File: config.mk
export PLATFORM = sky130hd
export DESIGN_NAME = adaptive_poll_interval_ctrl_core_flat
export DESIGN_NICKNAME = d
export VERILOG_FILES = /design/src/rtl/apic_pkg.sv /design/src/rtl/apic_ifs.sv /design/src/rtl/adaptive_poll_interval_ctrl_core.sv /design/src/rtl/apic_ctrl.sv /design/src/rtl/apic_dp.sv /design/src/flat_wrapper.sv
export SDC_FILE = /design/constraint.sdc
export NUM_CORES = 2
export LEC_CHECK = 0
export ABC_CLOCK_PERIOD_IN_PS = 11200
export BUFFER_PORTS_ARGS = -buffer_cell sky130_fd_sc_hd__buf_2
export CORE_MARGIN = 1
export CORE_UTILIZATION = 50
export DETAILED_ROUTE_END_ITERATION = 10
export GPL_ROUTABILITY_DRIVEN = 0
export PLACE_DENSITY = 0.67
export RECOVER_POWER = 50
export SYNTH_ARGS = -nofsm -noshare
export SYNTH_HDL_FRONTEND = slang
export SYNTH_SLANG_ARGS = --single-unit
File: constraint.sdc
create_clock -name clk -period 11.2 [get_ports clk]
set_input_delay 2.8 -clock clk [delete_from_list [all_inputs] [get_ports clk]]
set_output_delay 2.8 -clock clk [all_outputs]
set_load 0.02 [all_outputs]
File: src/rtl/apic_pkg.sv
// ----------------------------------------------------------------------------
// apic_pkg
// Shared types and constants of the adaptive poll interval controller:
// register indexes, threat codes, controller states, command and status
// groups, and the Q1.16 factor tables.
// ----------------------------------------------------------------------------
package apic_pkg;

  localparam int RATE_BITS       = 16;
  localparam int CPU_BITS        = 16;
  localparam int FACTOR_BITS     = 17;
  localparam int Q16_SHIFT       = 16;
  localparam int FRAC_BITS       = 17;
  localparam int THRESH_BITS     = 48;
  localparam int CPU_LIMIT_BITS  = 32;
  localparam int CFG_INDEX_BITS  = 3;
  localparam int CFG_DATA_MIN    = 48;

  // Reset values of the configuration registers
  localparam int                      RST_BASE_INTERVAL = 1000;
  localparam int                      RST_MIN_INTERVAL  = 100;
  localparam int                      RST_MAX_INTERVAL  = 10000;
  localparam longint                  RST_COOLDOWN      = 5000;
  localparam logic [FRAC_BITS-1:0]    RST_MIN_CHANGE    = 17'd6554;
  localparam logic [THRESH_BITS-1:0]  RST_THRESHOLDS    = 48'h1000_0400_0100;
  localparam logic [CPU_LIMIT_BITS-1:0] RST_CPU_LIMITS  = 32'h5000_1400;

  // 1.0 in Q1.16 for the minimum-change fraction
  localparam logic [FRAC_BITS-1:0] FRAC_ONE = 17'd65536;

  typedef logic [FACTOR_BITS-1:0] factor_t;

  typedef enum logic [1:0] {
    THREAT_LOW      = 2'd0,
    THREAT_MEDIUM   = 2'd1,
    THREAT_HIGH     = 2'd2,
    THREAT_CRITICAL = 2'd3
  } threat_t;

  // Q1.16 factors indexed by threat level
  localparam factor_t FACTOR_NORMAL [4] = '{17'd65536, 17'd45875, 17'd21627, 17'd13107};
  localparam factor_t FACTOR_HOT    [4] = '{17'd98304, 17'd68813, 17'd32440, 17'd19661};
  localparam factor_t FACTOR_IDLE   [4] = '{17'd65536, 17'd45875, 17'd17302, 17'd10486};

  typedef enum logic [CFG_INDEX_BITS-1:0] {
    REG_ENABLE          = 3'd0,
    REG_BASE_INTERVAL   = 3'd1,
    REG_MIN_INTERVAL    = 3'd2,
    REG_MAX_INTERVAL    = 3'd3,
    REG_COOLDOWN        = 3'd4,
    REG_MIN_CHANGE_FRAC = 3'd5,
    REG_RATE_THRESHOLDS = 3'd6,
    REG_CPU_LIMITS      = 3'd7
  } apic_reg_t;

  typedef enum logic [1:0] {
    ST_IDLE  = 2'd0,
    ST_SCALE = 2'd1,
    ST_CLAMP = 2'd2,
    ST_CHECK = 2'd3
  } apic_state_t;

  // Controller to datapath
  typedef struct packed {
    logic load;
    logic scale;
    logic clamp;
    logic commit;
  } apic_cmd_t;

  // Datapath to controller
  typedef struct packed {
    logic out_free;
  } apic_sts_t;

endpackage

File: src/rtl/apic_ifs.sv
// ----------------------------------------------------------------------------
// apic channel interfaces
// Valid/ready channels of the controller: update input, result output and
// configuration write.
// ----------------------------------------------------------------------------
interface apic_upd_if #(
  parameter int TIME_BITS = 32
);
  logic                 valid;
  logic                 ready;
  logic [15:0]          detection_rate;
  logic signed [15:0]   cpu_percent;
  logic [TIME_BITS-1:0] now_ms;

  modport source (output valid, detection_rate, cpu_percent, now_ms, input ready);
  modport sink   (input valid, detection_rate, cpu_percent, now_ms, output ready);
endinterface

interface apic_res_if #(
  parameter int INTERVAL_BITS = 20
);
  logic                     valid;
  logic                     ready;
  logic [1:0]               threat_level;
  logic [INTERVAL_BITS-1:0] recommended_interval;
  logic                     interval_applied;
  logic [INTERVAL_BITS-1:0] current_interval;

  modport source (output valid, threat_level, recommended_interval, interval_applied,
                  current_interval, input ready);
  modport sink   (input valid, threat_level, recommended_interval, interval_applied,
                  current_interval, output ready);
endinterface

interface apic_cfg_if #(
  parameter int DATA_BITS = 48
);
  logic                 valid;
  logic                 ready;
  logic [2:0]           index;
  logic [DATA_BITS-1:0] data;

  modport source (output valid, index, data, input ready);
  modport sink   (input valid, index, data, output ready);
endinterface

File: src/rtl/adaptive_poll_interval_ctrl_core.sv
// ----------------------------------------------------------------------------
// adaptive_poll_interval_ctrl_core
// Adaptive poll interval controller: grades detection rate and CPU load
// into a recommended polling interval and applies it under cooldown and
// minimum-change rules.
// ----------------------------------------------------------------------------
// Usage:
//   upd  - update channel (detection_rate, cpu_percent, now_ms); a transfer
//          takes place when valid and ready are both high.
//   res  - one result per update (threat_level, recommended_interval,
//          interval_applied, current_interval).
//   cfg  - register writes by index; always ready. Write only while idle.
// Sequence: an update passes the steps load, scale, clamp and check into the
//   result register, and the next update is taken only once the check step
//   has committed; the steps share one 17 x INTERVAL_BITS multiplier
//   between scaling and the change test.
// Stall: while a result waits, the next update is still taken and worked
//   up to the check step, which holds until the result register frees.
// Reset: registers return to their default values, the current interval
//   falls back to the base interval and the change stamp clears to zero.
// ----------------------------------------------------------------------------
module adaptive_poll_interval_ctrl_core
  import apic_pkg::*;
#(
  parameter int INTERVAL_BITS = 20,
  parameter int TIME_BITS     = 32
) (
  input  logic       clk,
  input  logic       rst,
  apic_cfg_if.sink   cfg,
  apic_upd_if.sink   upd,
  apic_res_if.source res
);

  apic_cmd_t cmd;
  apic_sts_t sts;

  // Configuration writes are always accepted
  assign cfg.ready = 1'b1;

  apic_ctrl u_ctrl (
    .clk       (clk),
    .rst       (rst),
    .upd_valid (upd.valid),
    .upd_ready (upd.ready),
    .sts       (sts),
    .cmd       (cmd)
  );

  apic_dp #(
    .INTERVAL_BITS (INTERVAL_BITS),
    .TIME_BITS     (TIME_BITS)
  ) u_dp (
    .clk                  (clk),
    .rst                  (rst),
    .cmd                  (cmd),
    .sts                  (sts),
    .cfg_valid            (cfg.valid),
    .cfg_index            (cfg.index),
    .cfg_data             (cfg.data),
    .detection_rate       (upd.detection_rate),
    .cpu_percent          (upd.cpu_percent),
    .now_ms               (upd.now_ms),
    .res_ready            (res.ready),
    .res_valid            (res.valid),
    .threat_level         (res.threat_level),
    .recommended_interval (res.recommended_interval),
    .interval_applied     (res.interval_applied),
    .current_interval     (res.current_interval)
  );

endmodule

File: src/rtl/apic_ctrl.sv
// ----------------------------------------------------------------------------
// apic_ctrl
// Sequencer of the controller: accept an update, scale, clamp, then check
// and commit once the result register is free.
// ----------------------------------------------------------------------------
module apic_ctrl
  import apic_pkg::*;
(
  input  logic      clk,
  input  logic      rst,
  input  logic      upd_valid,
  output logic      upd_ready,
  input  apic_sts_t sts,
  output apic_cmd_t cmd
);

  apic_state_t state;
  apic_state_t state_next;

  // Hold the state register
  always_ff @(posedge clk) begin
    if (rst) begin
      state <= ST_IDLE;
    end else begin
      state <= state_next;
    end
  end

  // Advance through the steps of one update
  always_comb begin
    state_next = state;
    case (state)
      ST_IDLE: begin
        if (upd_valid) state_next = ST_SCALE;
      end
      ST_SCALE: begin
        state_next = ST_CLAMP;
      end
      ST_CLAMP: begin
        state_next = ST_CHECK;
      end
      ST_CHECK: begin
        if (sts.out_free) state_next = ST_IDLE;
      end
      default: begin
        state_next = ST_IDLE;
      end
    endcase
  end

  // Drive commands for the current step
  always_comb begin
    upd_ready  = 1'b0;
    cmd        = '0;
    case (state)
      ST_IDLE: begin
        upd_ready = 1'b1;
        cmd.load  = upd_valid;
      end
      ST_SCALE: begin
        cmd.scale = 1'b1;
      end
      ST_CLAMP: begin
        cmd.clamp = 1'b1;
      end
      ST_CHECK: begin
        cmd.commit = sts.out_free;
      end
      default: begin
        upd_ready = 1'b0;
      end
    endcase
  end

endmodule

File: src/rtl/apic_dp.sv
// ----------------------------------------------------------------------------
// apic_dp
// Datapath of the controller: configuration registers, threat and factor
// selection, one shared multiplier for scaling and the change test, the
// interval state and the result register.
// ----------------------------------------------------------------------------
module apic_dp
  import apic_pkg::*;
#(
  parameter int INTERVAL_BITS = 20,
  parameter int TIME_BITS     = 32
) (
  input  logic                          clk,
  input  logic                          rst,
  input  apic_cmd_t                     cmd,
  output apic_sts_t                     sts,
  input  logic                          cfg_valid,
  input  logic [CFG_INDEX_BITS-1:0]     cfg_index,
  input  logic [((TIME_BITS > CFG_DATA_MIN) ? TIME_BITS : CFG_DATA_MIN)-1:0] cfg_data,
  input  logic [RATE_BITS-1:0]          detection_rate,
  input  logic signed [CPU_BITS-1:0]    cpu_percent,
  input  logic [TIME_BITS-1:0]          now_ms,
  input  logic                          res_ready,
  output logic                          res_valid,
  output logic [1:0]                    threat_level,
  output logic [INTERVAL_BITS-1:0]      recommended_interval,
  output logic                          interval_applied,
  output logic [INTERVAL_BITS-1:0]      current_interval
);

  localparam int IB        = INTERVAL_BITS;
  localparam int PROD_BITS = INTERVAL_BITS + FACTOR_BITS;
  localparam int COOL_BITS = 32;
  localparam int CMP_BITS  = (TIME_BITS > COOL_BITS) ? TIME_BITS : COOL_BITS;

  // Configuration registers
  logic                      enable;
  logic [IB-1:0]             base_interval;
  logic [IB-1:0]             min_interval;
  logic [IB-1:0]             max_interval;
  logic [COOL_BITS-1:0]      cooldown_ms;
  logic [FRAC_BITS-1:0]      min_change_frac;
  logic [THRESH_BITS-1:0]    rate_thresholds;
  logic [CPU_LIMIT_BITS-1:0] cpu_limits;

  // Controller state
  logic [IB-1:0]             active_interval;
  logic [TIME_BITS-1:0]      last_change_stamp;
  threat_t                   stored_threat;

  // Working registers of one update
  threat_t                   threat;
  factor_t                   factor;
  logic                      cool_ok;
  logic [TIME_BITS-1:0]      now_q;
  logic [IB:0]               scaled;
  logic [IB-1:0]             rec;
  logic [IB-1:0]             diff;

  // Combinational signals
  logic [CPU_BITS-1:0]       cpu_eff;
  logic [15:0]               thr_med;
  logic [15:0]               thr_high;
  logic [15:0]               thr_crit;
  logic [15:0]               cpu_low;
  logic [15:0]               cpu_high;
  threat_t                   threat_next;
  factor_t                   factor_next;
  logic [TIME_BITS-1:0]      elapsed;
  logic [IB-1:0]             cur_iv;
  logic [IB-1:0]             mul_a;
  logic [FACTOR_BITS-1:0]    mul_b;
  logic [PROD_BITS-1:0]      prod;
  logic [IB:0]               iv_min;
  logic [IB-1:0]             rec_next;
  logic [PROD_BITS-1:0]      diff_scaled;
  logic                      change_ok;
  logic                      apply;

  // Take configuration writes; the channel never stalls
  always_ff @(posedge clk) begin
    if (rst) begin
      enable          <= 1'b1;
      base_interval   <= IB'(RST_BASE_INTERVAL);
      min_interval    <= IB'(RST_MIN_INTERVAL);
      max_interval    <= IB'(RST_MAX_INTERVAL);
      cooldown_ms     <= COOL_BITS'(RST_COOLDOWN);
      min_change_frac <= RST_MIN_CHANGE;
      rate_thresholds <= RST_THRESHOLDS;
      cpu_limits      <= RST_CPU_LIMITS;
    end else if (cfg_valid) begin
      case (apic_reg_t'(cfg_index))
        REG_ENABLE:          enable          <= cfg_data[0];
        REG_BASE_INTERVAL:   base_interval   <= cfg_data[IB-1:0];
        REG_MIN_INTERVAL:    min_interval    <= cfg_data[IB-1:0];
        REG_MAX_INTERVAL:    max_interval    <= cfg_data[IB-1:0];
        REG_COOLDOWN:        cooldown_ms     <= cfg_data[COOL_BITS-1:0];
        REG_MIN_CHANGE_FRAC: min_change_frac <= cfg_data[FRAC_BITS-1:0];
        REG_RATE_THRESHOLDS: rate_thresholds <= cfg_data[THRESH_BITS-1:0];
        REG_CPU_LIMITS:      cpu_limits      <= cfg_data[CPU_LIMIT_BITS-1:0];
        default: begin
        end
      endcase
    end
  end

  assign thr_med  = rate_thresholds[15:0];
  assign thr_high = rate_thresholds[31:16];
  assign thr_crit = rate_thresholds[47:32];
  assign cpu_low  = cpu_limits[15:0];
  assign cpu_high = cpu_limits[31:16];

  // Treat a missing (negative) CPU reading as zero
  assign cpu_eff = cpu_percent[CPU_BITS-1] ? '0 : CPU_BITS'(unsigned'(cpu_percent));

  // Grade the detection rate, highest threshold first
  always_comb begin
    if (detection_rate >= thr_crit) begin
      threat_next = THREAT_CRITICAL;
    end else if (detection_rate >= thr_high) begin
      threat_next = THREAT_HIGH;
    end else if (detection_rate >= thr_med) begin
      threat_next = THREAT_MEDIUM;
    end else begin
      threat_next = THREAT_LOW;
    end
  end

  // Pick the factor by CPU band; a hot CPU wins over an idle one
  always_comb begin
    if (cpu_eff >= cpu_high) begin
      factor_next = FACTOR_HOT[threat_next];
    end else if ((cpu_eff != '0) && (cpu_eff <= cpu_low) &&
                 ((threat_next == THREAT_HIGH) || (threat_next == THREAT_CRITICAL))) begin
      factor_next = FACTOR_IDLE[threat_next];
    end else begin
      factor_next = FACTOR_NORMAL[threat_next];
    end
  end

  // Time since the last applied change, modulo the timestamp width
  assign elapsed = now_ms - last_change_stamp;

  // Interval in force; zero means the base interval
  assign cur_iv = (active_interval != '0) ? active_interval : base_interval;

  // Share one multiplier: base times factor, then fraction times current
  assign mul_a = cmd.scale ? base_interval : cur_iv;
  assign mul_b = cmd.scale ? factor : min_change_frac;
  assign prod  = PROD_BITS'(mul_a) * PROD_BITS'(mul_b);

  // Clamp to min first, then max
  always_comb begin
    iv_min = (scaled < {1'b0, min_interval}) ? {1'b0, min_interval} : scaled;
    if (iv_min > {1'b0, max_interval}) begin
      rec_next = max_interval;
    end else begin
      rec_next = iv_min[IB-1:0];
    end
  end

  // Compare the change against the minimum fraction by cross-multiplication
  assign diff_scaled = {1'b0, diff, {Q16_SHIFT{1'b0}}};
  assign change_ok   = (cur_iv == '0) ? (min_change_frac <= FRAC_ONE) : (diff_scaled >= prod);
  assign apply       = enable && cool_ok && change_ok;

  // Capture the update and step the working registers
  always_ff @(posedge clk) begin
    if (cmd.load) begin
      threat  <= threat_next;
      factor  <= factor_next;
      cool_ok <= (CMP_BITS'(elapsed) >= CMP_BITS'(cooldown_ms));
      now_q   <= now_ms;
    end
    if (cmd.scale) begin
      scaled <= prod[PROD_BITS-1:Q16_SHIFT];
    end
    if (cmd.clamp) begin
      rec  <= rec_next;
      diff <= (cur_iv > rec_next) ? (cur_iv - rec_next) : (rec_next - cur_iv);
    end
  end

  // Commit the interval state
  always_ff @(posedge clk) begin
    if (rst) begin
      active_interval   <= '0;
      last_change_stamp <= '0;
      stored_threat     <= THREAT_LOW;
    end else if (cmd.commit) begin
      if (enable) stored_threat <= threat;
      if (apply) begin
        active_interval   <= rec;
        last_change_stamp <= now_q;
      end
    end
  end

  // Hold the result until the receiver takes it
  always_ff @(posedge clk) begin
    if (rst) begin
      res_valid <= 1'b0;
    end else if (cmd.commit) begin
      res_valid <= 1'b1;
    end else if (res_ready) begin
      res_valid <= 1'b0;
    end
  end

  always_ff @(posedge clk) begin
    if (cmd.commit) begin
      threat_level         <= enable ? threat : stored_threat;
      recommended_interval <= enable ? rec : '0;
      interval_applied     <= apply;
      if (apply) begin
        current_interval <= (rec != '0) ? rec : base_interval;
      end else begin
        current_interval <= cur_iv;
      end
    end
  end

  assign sts.out_free = !res_valid || res_ready;

endmodule

File: src/flat_wrapper.sv
// flat-port wrapper written by rule: the top's interface ports become plain ports
module adaptive_poll_interval_ctrl_core_flat import apic_pkg::*;
#(
  parameter int INTERVAL_BITS = 20,
  parameter int TIME_BITS     = 32
)
  (clk, rst, cfg_valid, cfg_index, cfg_data, cfg_ready, upd_valid, upd_detection_rate, upd_cpu_percent, upd_now_ms, upd_ready, res_valid, res_threat_level, res_recommended_interval, res_interval_applied, res_current_interval, res_ready);
  apic_cfg_if cfg_i ();
  apic_upd_if #(.TIME_BITS(TIME_BITS)) upd_i ();
  apic_res_if #(.INTERVAL_BITS(INTERVAL_BITS)) res_i ();
  input  logic clk;
  input  logic rst;
  input wire logic [$bits(cfg_i.valid)-1:0] cfg_valid;
  input wire logic [$bits(cfg_i.index)-1:0] cfg_index;
  input wire logic [$bits(cfg_i.data)-1:0] cfg_data;
  output wire logic [$bits(cfg_i.ready)-1:0] cfg_ready;
  input wire logic [$bits(upd_i.valid)-1:0] upd_valid;
  input wire logic [$bits(upd_i.detection_rate)-1:0] upd_detection_rate;
  input wire logic [$bits(upd_i.cpu_percent)-1:0] upd_cpu_percent;
  input wire logic [$bits(upd_i.now_ms)-1:0] upd_now_ms;
  output wire logic [$bits(upd_i.ready)-1:0] upd_ready;
  output wire logic [$bits(res_i.valid)-1:0] res_valid;
  output wire logic [$bits(res_i.threat_level)-1:0] res_threat_level;
  output wire logic [$bits(res_i.recommended_interval)-1:0] res_recommended_interval;
  output wire logic [$bits(res_i.interval_applied)-1:0] res_interval_applied;
  output wire logic [$bits(res_i.current_interval)-1:0] res_current_interval;
  input wire logic [$bits(res_i.ready)-1:0] res_ready;
  assign cfg_i.valid = cfg_valid;
  assign cfg_i.index = cfg_index;
  assign cfg_i.data = cfg_data;
  assign cfg_ready = cfg_i.ready;
  assign upd_i.valid = upd_valid;
  assign upd_i.detection_rate = upd_detection_rate;
  assign upd_i.cpu_percent = upd_cpu_percent;
  assign upd_i.now_ms = upd_now_ms;
  assign upd_ready = upd_i.ready;
  assign res_valid = res_i.valid;
  assign res_threat_level = res_i.threat_level;
  assign res_recommended_interval = res_i.recommended_interval;
  assign res_interval_applied = res_i.interval_applied;
  assign res_current_interval = res_i.current_interval;
  assign res_i.ready = res_ready;
  adaptive_poll_interval_ctrl_core #(.INTERVAL_BITS(INTERVAL_BITS), .TIME_BITS(TIME_BITS)) u_core (.clk(clk), .rst(rst), .cfg(cfg_i), .upd(upd_i), .res(res_i));
endmodule
# After elaboration in Yosys (flattened, before gate mapping)
# Index checks and enable logic that the tools add are counted.
# totals
rom_bits	0
in_bits	120
wordCells	114
memories	0
ram_bits	0
latchBits	0
register_bits	403
# classes
bitwise_logic	1
div	0
n_reduce_logical	24
n_mux	35
shift	0
n_mul	1
n_lt_le_gt_ge	12
n_addsub	3
eq_ne	14
# ops
op	n
two-way mux 17 bit	9
two-way mux 20 bit	6
binary-select mux 17 bit (select 2 bit)	3
greater-or-equal comparator 16 bit	3
nonzero test 20 bit	2
subtractor 20 bit	2
greater-or-equal comparator 36 x 37 -> 1 bit	1
multiplier 20 x 17 -> 37 bit	1
greater-or-equal comparator 32 bit	1
subtractor 32 bit	1
> comparator 21 x 20 -> 1 bit	1
less-than comparator 21 x 20 -> 1 bit	1
two-way mux 21 bit	1
> comparator 20 bit	1
zero test 20 bit	1
AND reduction 2 bit	10
less-or-equal comparator 17 bit (second input constant)	1
greater-or-equal comparator 15 x 16 -> 1 bit	1
less-or-equal comparator 15 x 16 -> 1 bit	1
nonzero test 16 bit	1
two-way mux 15 bit	1
== test 3 bit (second input constant)	4
two-way mux 2 bit	5
two-way mux 1 bit	9
other kinds (14)	23

# Longest topological paths before layout
# depth
ltp_word	10
ltp_mapped	42
depth_no_buf	38

# By module
# Synthesis repeated with hierarchy kept, for this count alone.
# hier_totals
cells_unflattened	3959
area_unflattened_um2	34822.1
# by_module_without_submodules
module	area_per_inst_um2	seq_area_each_um2	n_inst	cells_each
apic_dp	34639.5	9559.2	1	3938
apic_ctrl	171.4	40.0	1	19
adaptive_poll_interval_ctrl_core	11.3	0.0	1	2

# Worst setup path before layout
# Ideal clock, no wire load.
# synth_path
kind	register -> register
startpoint	register u_core.u_ctrl.state[1]
endpoint	register u_core.u_dp.current_interval[0] (data pin)
required_time_ns	10.935
t_arrival_ns	10.082
path_stages_with_launch	38
period_less_slack_ns	10.348
setup_slack_ns	0.852
setup_time_ns	0.265
path_cell_list	dfxtp_1 > inv_1 > ha_1 > clkbuf_1 > clkbuf_1 > buf_1 > mux2i_1 > nor2_1 > fa_1 > inv_1 > fa_1 > fa_1 > inv_1 > fa_1 > fa_1 > inv_1 > fa_1 > inv_1 > (+2 left out) > o221ai_1 > o31ai_1 > o311a_1 > nor3_1 > o31a_1 > o31ai_1 > a21oi_1 > xnor2_1 > ha_1 > nand4_1 > or4_1 > nor4_1 > nand4_1 > a2111oi_2 > a31oi_1 > nor3_2 > buf_2 > mux2i_1
# synth_via
elab_chain_len	8
elab_cells_between_ends	9
cone_classes	1 x mul; 1 x order compare; 1 x eq/ne; 5 x mux; 1 x reduce/logical
# synth_rtl
item	line	rtl
start: declaration	apic_ctrl.sv:17	apic_state_t state;
start signal: assignment	apic_ctrl.sv:25	state <= state_next;
== test 2 x 1 -> 1 bit *	apic_ctrl.sv:55	case (state)
two-way mux 1 bit *	apic_ctrl.sv:55	
two-way mux 20 bit or two-way mux 17 bit (tied branches)	apic_dp.sv:148, apic_dp.sv:149	
multiplier 20 x 17 -> 37 bit *	apic_dp.sv:150	assign prod = PROD_BITS'(mul_a) * PROD_BITS'(mul_b);
greater-or-equal comparator 36 x 37 -> 1 bit *	apic_dp.sv:164	assign change_ok = (cur_iv == '0) ? (min_change_frac <= FRAC_ONE) : (diff_scaled >= prod);
two-way mux 1 bit *	apic_dp.sv:164	
logical AND 1 bit *	apic_dp.sv:165	assign apply = enable && cool_ok && change_ok;
two-way mux 20 bit *	apic_dp.sv:215	if (apply) begin
end signal: assignment	apic_dp.sv:216	current_interval <= (rec != '0) ? rec : base_interval;
end signal: assignment	apic_dp.sv:218	current_interval <= cur_iv;
end: declaration	apic_dp.sv:28	output logic [INTERVAL_BITS-1:0] current_interval
# Mark *: on every way between the ends. The rest lies on a longest branch, timed or not.
# A chain may end at the register's enable or synchronous reset.

# Worst setup path in the final report
# layout_path
startpoint	register u_core.u_dp.active_interval[4]
endpoint	register u_core.u_dp.current_interval[10] (data pin)
# layout_via
elab_chain_len	8
elab_cells_between_ends	9
cone_classes	1 x mul; 1 x order compare; 4 x mux; 3 x reduce/logical
# layout_rtl
item	line	rtl
start: declaration	apic_dp.sv:47	logic [IB-1:0] active_interval;
start signal: assignment	apic_dp.sv:193	active_interval <= rec;
nonzero test 20 bit	apic_dp.sv:145	assign cur_iv = (active_interval != '0) ? active_interval : base_interval;
two-way mux 20 bit *	apic_dp.sv:145	
two-way mux 20 bit	apic_dp.sv:148	assign mul_a = cmd.scale ? base_interval : cur_iv;
multiplier 20 x 17 -> 37 bit	apic_dp.sv:150	
greater-or-equal comparator 36 x 37 -> 1 bit	apic_dp.sv:164	
two-way mux 1 bit	apic_dp.sv:164	
logical AND 1 bit	apic_dp.sv:165	
two-way mux 20 bit *	apic_dp.sv:215	
# Marked as above.

==> results_dict.tcl <==
set metrics [dict create \
    antenna_found_initial 4 \
    violations "capacitance limit, slew limit" \
    seq_area_frac_synth_pct 27.03 \
    hold_viol_final 0 \
    end_kind "flop" \
    insertion_delay_ns 0.61 \
    rsz0062_at_grt "no" \
    ys_top_cells_by_count "nand2_1 (626), inv_1 (580), ha_1 (359), a21oi_1 (286), fa_1 (272)" \
    path_class "flop to flop" \
    cts.sinks 402 \
    cpLargestDelayFamily "adder cells" \
    cts_buffers 47 \
    post-route-period-util_pct 96.62 \
    slew_viol_final 314 \
    vias_per_cell 5.668 \
    fill_cells 6536 \
    worstPathArrival_ns 11.22 \
    fp.dieW_um 268.5 \
    multi_input_area_mm2 0.02316 \
    port_buffers 164 \
    ys_types 76 \
    h-tree-depth 2 \
    synth_flop_cell "dfxtp_1" \
    core_area_mm2 0.07015 \
    grt_max_degree 144 \
    netlist_instances 4044 \
    root_buffer "clkbuf_16" \
    holdCritPathClass "flop to flop" \
    drcViolationCount 0 \
    clkTransAtPathRegs_ns 0.06 \
    fp.dieArea_mm2 0.07210 \
    synth_most_common_cell "nand2_1" \
    slew_headroom_pct -257.9 \
    cts_buffer_depth 3 \
    drtIter0Drc 2612 \
    worstMarginPinSlew_ns 5.369 \
    fin_ws_ns 0.3785 \
    period_needed_ns 10.82 \
    grt_pass1_wl_mm 164.4 \
    synth_top_area_share_pct 15.33 \
    ys_seq_elements 402 \
    rows 97 \
    final_layout_size_suffix_gt1_share_pct 7.956 \
    overflow 0 \
    tns_ns 0 \
    synth_area_leaders "fa_1 (15%), dfxtp_1 (14%), edfxtp_1 (13%)" \
    cap_violations 4 \
    max_stage_delay_ns 0.56 \
    fin_skew_ns 0.04930 \
    critPathSlowestCell "or4_1" \
    cts_tree "done" \
    setup_viol 0 \
    synthArstFlopShare_pct 0 \
    syn_nets 4795 \
    via_count 29130 \
    num-nets-final 4910 \
    ios 166 \
    dp_hpwl_mm 83.77 \
    synth_area_per_cell_um2 8.782 \
    syn_area_mm2 0.03552 \
    drt_pass1_iterations 6 \
    area_growth_pct 9.766 \
    start_kind "flop" \
    routedWlPerCell_um 21.10 \
    cp_max_fo 21 \
    worst-path-buf-inv 5 \
    crit_top_cell "fa_1" \
    initial_core_util_pct 50.63 \
    ant_nets 0 \
    status "complete, but fails checks" \
    ys_warn_count 0 \
    wl_mm 108.4 \
    grt_pass1_vias 28250 \
    synth-edff-count 155 \
    yosys.area.top_type "fa_1" \
    place_worst_setup_slack_ns 0.3316 \
    worstPathRequired_ns 11.60 \
    max_freq_mhz 92.41 \
    seq_area_mm2 0.009599 \
    utilization_pct 55.57 \
    die_h_um 268.5 \
    grt_usage_pct 30.04 \
]
worst paths after layout:
path,startpoint,to,slack [ns],depth (start not counted)
hold reg to reg,u_core.u_dp.cooldown_ms[20],u_core.u_dp.cooldown_ms[20],0.45,2
setup reg to reg,u_core.u_dp.active_interval[4],u_core.u_dp.current_interval[10],0.38,36
hold / removal,u_core.u_dp.cooldown_ms[20],u_core.u_dp.cooldown_ms[20],0.45,2
setup / recovery,u_core.u_dp.active_interval[4],u_core.u_dp.current_interval[10],0.38,36
registers in the layout, indices dropped and copies added (netlist names):
signal	count
u_core.u_dp.rec	20
u_core.u_dp.stored_threat	2
u_core.u_dp.diff	20
u_core.u_dp.min_interval	20
u_core.u_dp.active_interval	20
u_core.u_dp.base_interval	20
u_core.u_dp.last_change_stamp	32
u_core.u_dp.min_change_frac	17
u_core.u_dp.interval_applied	1
u_core.u_dp.now_q	32
u_core.u_dp.factor	16
u_core.u_dp.scaled	21
u_core.u_dp.cpu_limits	32
u_core.u_dp.threat_level	2
u_core.u_dp.enable	1
u_core.u_dp.threat	2
u_core.u_dp.cooldown_ms	32
u_core.u_dp.rate_thresholds	48
u_core.u_dp.max_interval	20
u_core.u_dp.recommended_interval	20
u_core.u_dp.cool_ok	1
u_core.u_ctrl.state	2
u_core.u_dp.res_valid	1
u_core.u_dp.current_interval	20
kinds of logic (layout without fill, tap and decap cells):
| logic type | count (synthesis) | count (layout) | share of synthesized area (%) |
|---|---|---|---|
| mux | 218 | 218 | 6.380 |
| buf+inv | 749 | 903 | 8.135 |
| fa+ha+maj | 631 | 631 | 27.98 |
| flops | 402 | 402 | 27.03 |
| xor+xnor | 75 | 75 | 1.850 |
| other cells | 1 | 2 | 0.01056 |
| simple gates | 1290 | 1290 | 16.49 |
| compound gates | 678 | 678 | 12.13 |
worst min-delay path, delay by kind of cell, from the launching register on:
kind	cells	cell delay, ns
AOI/OAI and AO/OA	1	0.05
DFF	1	0.30
and+or+nand+nor	1	0.05
placed cells by master (no fill, tap or decap), types with 24 or more instances in the layout:
cell,count
clkbuf_1,93
fa_1,272
nor3_1,27
nand3b_1,24
nand2b_1,130
a21o_1,105
clkbuf_16,50
mux2i_1,143
xor2_1,27
nand4_1,48
mux2_2,56
inv_1,579
o21ai_0,61
nand2_1,626
buf_2,87
nand3_1,45
edfxtp_1,155
buf_4,62
a21oi_1,285
nor4_1,32
xnor2_1,48
nor2b_1,35
dfxtp_1,247
nor2_1,243
ha_1,358
o21a_1,27
repair_timing:
action | 4_1_cts | 5_1_grt
resized for setup | 0 | 20
endpoints found under the setup margin | 0 | 72
hold buffers | 0 | 0
setup buffers | 0 | 3
through the flow:
step	instance area (um2)	hold WS (ns)	cells
3_3_place_gp	37390	0.4425	5047
4_1_cts	38980	0.4543	5135
3_5_place_dp	37390	0.4469	5047
2_1_floorplan	35520	0.4363	4044
5_1_grt	38980	0.4674	5139
6_report	38980	0.4527	5139
per-layer routing:
layer	wire length (um)	part of all wire [%]	up-vias	global-route usage, %
li1	-	-	13630	-
met1	44540	41	13900	39.78
met2	49700	46	1331	49.12
met3	9566	8.8	266	5.050
met4	4584	4.2	4	11.38
met5	25	0.023	-	0
cell type report:
type,instances,area share (%)
multi-input combinational,2893,59.41
sequential,402,24.62
inverter,581,5.594
clock buffer,69,3.572
timing repair buffer,234,3.271
tap,940,3.017
clock inverter,19,0.5071
antenna,1,0.006419
Power is not shown: default switching activity piles up to over one toggle a cycle in this logic, so the estimate is an artifact.
